[config.mk]
export PLATFORM = sky130hd
export DESIGN_NAME = cfs_sqrt_cell
export DESIGN_NICKNAME = d
export VERILOG_FILES = /design/src/cfs_sqrt_cell.sv
export SDC_FILE = /design/constraint.sdc
export NUM_CORES = 1
export LEC_CHECK = 0
export BUFFER_PORTS_ARGS = -buffer_cell sky130_fd_sc_hd__buf_4
export CAP_MARGIN = 20
export CORE_ASPECT_RATIO = 0.8
export CORE_MARGIN = 2
export CORE_UTILIZATION = 48
export CTS_CLUSTER_DIAMETER = 30
export CTS_CLUSTER_SIZE = 25
export DETAILED_ROUTE_END_ITERATION = 16
export GPL_ROUTABILITY_DRIVEN = 0
export PLACE_DENSITY = 0.82
export SYNTH_ARGS = -nofsm -noshare
export SYNTH_HDL_FRONTEND = slang
export SYNTH_SLANG_ARGS = --single-unit
[constraint.sdc]
create_clock -name i_clk -period 3.5 [get_ports i_clk]
set_input_delay 0.525 -clock i_clk [delete_from_list [all_inputs] [get_ports i_clk]]
set_output_delay 0.525 -clock i_clk [all_outputs]
set_load 0.03 [all_outputs]
[src/cfs_sqrt_cell.sv]
// One cell of the digit-by-digit square root chain: one root bit per cell.
// Does not use cfs_pkg; its widths come from the PW and RB parameters.
`timescale 1ns / 1ps

module cfs_sqrt_cell #(
    parameter int PW = 34,
    parameter int RB = 17
) (
    input  logic          i_clk,
    input  logic          i_rst_n,
    input  logic          i_en,
    input  logic          i_valid,
    input  logic [PW-1:0] i_n,
    input  logic [RB+1:0] i_rem,
    input  logic [RB-1:0] i_root,
    output logic          o_valid,
    output logic [PW-1:0] o_n,
    output logic [RB+1:0] o_rem,
    output logic [RB-1:0] o_root
);
    logic [RB+1:0] rem_sh;
    logic [RB+1:0] trial;
    logic          take;

    logic          r_valid;
    logic [PW-1:0] r_n;
    logic [RB+1:0] r_rem;
    logic [RB-1:0] r_root;

    assign rem_sh = {i_rem[RB-1:0], i_n[PW-1:PW-2]};
    assign trial  = {i_root, 2'b01};
    assign take   = rem_sh >= trial;

    always_ff @(posedge i_clk) begin
        if (!i_rst_n) begin
            r_valid <= 1'b0;
        end else if (i_en) begin
            r_valid <= i_valid;
        end
    end

    always_ff @(posedge i_clk) begin
        if (i_en) begin
            r_n    <= {i_n[PW-3:0], 2'b00};
            r_rem  <= take ? rem_sh - trial : rem_sh;
            r_root <= {i_root[RB-2:0], take};
        end
    end

    assign o_valid = r_valid;
    assign o_n     = r_n;
    assign o_rem   = r_rem;
    assign o_root  = r_root;

endmodule

==> reports/qor.csv <==
metric,value,unit
max_slew_margin,0.424,
die_h,80,um
p_int,1.61,mW
synthTopCellsByArea,"edfxtp_1, ha_1, mux2_4",
startpoint_type,input port,
critical_path.top_delay_family,compound AO/OA/AOI/OAI gates,
cpMostUsedCell,buf_4,
ys_ff_latch,69,
status,completed,
routed_wl,7.84,mm
post_cts_buffers,0,
path_class,input port to register,
grt_usage,0.200,
synth_warnings,0,
busiest_layer,met2,
grt_antenna_before_repair,0,
dpl.hpwl,5.78,mm
power_frac_clock,0.275,
cts_made_buffers,9,
max_stage_delay,0.44,ns
ant_nets,0,
period_needed,2.61,ns
cts_tree,built,
rows,27,
ys_seq_area_frac,0.595,
met2_usage,0.334,
cts_resized,0,
dr.first_iter.drc_count,126,
worstSkewPairLatency,0.35,ns
yosysTopAreaCell,edfxtp_1,
crit_path_top_delay_cell,ha_1,
port_buffers,140,
p_comb_frac,0.280,
vias,2605,
dpl_cell_area,4590,um2
clock_sinks,69,
syn_inst,259,
grt_pass1_vias,2553,
setup_viol,0,
yosysUniqueCellTypes,48,
p_leak,2.11,nW
final_util,0.689,
num-nets-final,499,
cp.arrival,2.71,ns
fmax,0.383,GHz
htree_levels,3,
start_util,0.500,
clock_skew,0,ns
synth_edf_count,68,
fin_setup_tns,0,ns
io_pins,145,
firstDrtPassIters,5,
p_sw_frac,0.304,
final_common_cell,buf_4,
cts_hold_buf,0,
clk_pin_slew_worst_paths,0.08,ns
seqPwrFrac,0.444,
ir_drop,325,uV
worst_setup_path_end_kind,register,
grt_max_degree,70,
synth_top_area_frac,0.589,
holdWs,0.346,ns
cap_viol_max_count,0,
overflow,0,
final_area,4770,um2
hold-path-cell-count,1,
final_hold_viol_count,0,
maxSlewViolCount,0,
r2r_cells,2,
drive_gt1_frac,0.427,
cp_num_cells,8,
worstPathMaxFanout,23,
ctsLongestPathBuffers,2,
path_cells,buf_4 -> ha_1 -> nand4_1 -> a2111oi_2 -> a32oi_2 -> a211oi_4 -> buf_4 -> mux2_2,
die_w,99.0,um
rsz0062_at_grt,false,
grt_pass1_wl,12.2,mm
areaGrowthSynthToFinish,37.8,%
viasPerCell,5.24,
critPathBufInv,2,
syn_area_per_cell,13.4,um2
routedWlPerCell,15.8,um
critPathRequiredTime,3.60,ns
final_cell_mix,"buf_4, edfxtp_1, inv_1",
p_sw,700,uW
power_density,483,nW/um2
drcViolationCount,0,
min_period_over_period,0.745,
yosys_most_used_dff,edfxtp_1,
synth_area,3470,um2
worst-r2r-setup-slack,2.90,ns
worstMarginPinSlew,0.863,ns
dpl_worst_slack,0.517,ns
dieArea,7920,um2
setup_slack,0.891,ns
postSynth.asyncResetShare,0,
num_antenna_cells,0,
cts_root_buffer,clkbuf_8,
core,6930,um2
grt_util_met1,0.241,
hp-class,input port to register,
use_met3,0.0709,
## final cells by class
cell class              instances  area (um2)
fillers                       497        2150
multi-input cells             162        1270
clock inverters                 6        65.1
inverters                      23        86.3
clock buffers                   9         124
well taps                      87         109
flip-flops and latches         69        2060
repair buffers                141        1060
## logic make-up after synthesis
kind of cell    Yosys count  share of synthesized area
simple gates             53                     0.0736
mux                      16                     0.0632
other cells               1                    0.00108
fa+ha+maj                19                     0.0686
xor+xnor                 15                     0.0379
buf+inv                  29                     0.0397
flops                    69                      0.595
compound gates           57                      0.121
## through the flow
stage / instances / power (mW)
2_1_floorplan: 260 / 1.45
3_3_place_gp: 482 / 1.68
3_5_place_dp: 482 / 1.69
4_1_cts: 497 / 2.33
5_1_grt: 497 / 2.41
6_report: 497 / 2.31
## worst paths after layout
kind / startpoint / to
setup / recovery: i_rem[7] / o_rem[2]
hold / removal: i_n[24] / o_n[26]
setup reg to reg: o_valid / o_valid
hold reg to reg: o_valid / o_valid
## layer usage
metal / part of all wire / wire length (um) / up-vias
met5: 0 / 0 / -
met4: 0.013 / 104 / 0
met3: 0.094 / 739 / 11
met2: 0.48 / 3760 / 125
met1: 0.41 / 3240 / 1205
li1: - / - / 1264
## power groups by stage
stage | clock [mW] | sequential, mW | combinational (mW)
after floorplan | 0 | 1.21 | 0.247
after global placement | 0 | 1.04 | 0.633
after detailed placement | 0 | 1.04 | 0.645
after CTS | 0.651 | 1.03 | 0.648
after global routing | 0.684 | 1.03 | 0.690
final | 0.634 | 1.02 | 0.646
## state kept, by name (all words and copies together) (netlist names)
name / cells
o_valid: 1
o_n: 32
o_root: 17
o_rem: 19
## synth_stat cells, types with 4 or more instances
master	instances
xor2_1	4
a21o_1	6
o211ai_1	6
nor2b_1	5
xnor2_1	11
inv_1	23
o21ai_0	6
a21oi_1	16
nand2_1	13
ha_1	19
edfxtp_1	68
nand2b_1	6
nor2_1	17
mux2_4	11
nand4_1	4
Note: power is estimated with default switching activity, not from simulation.
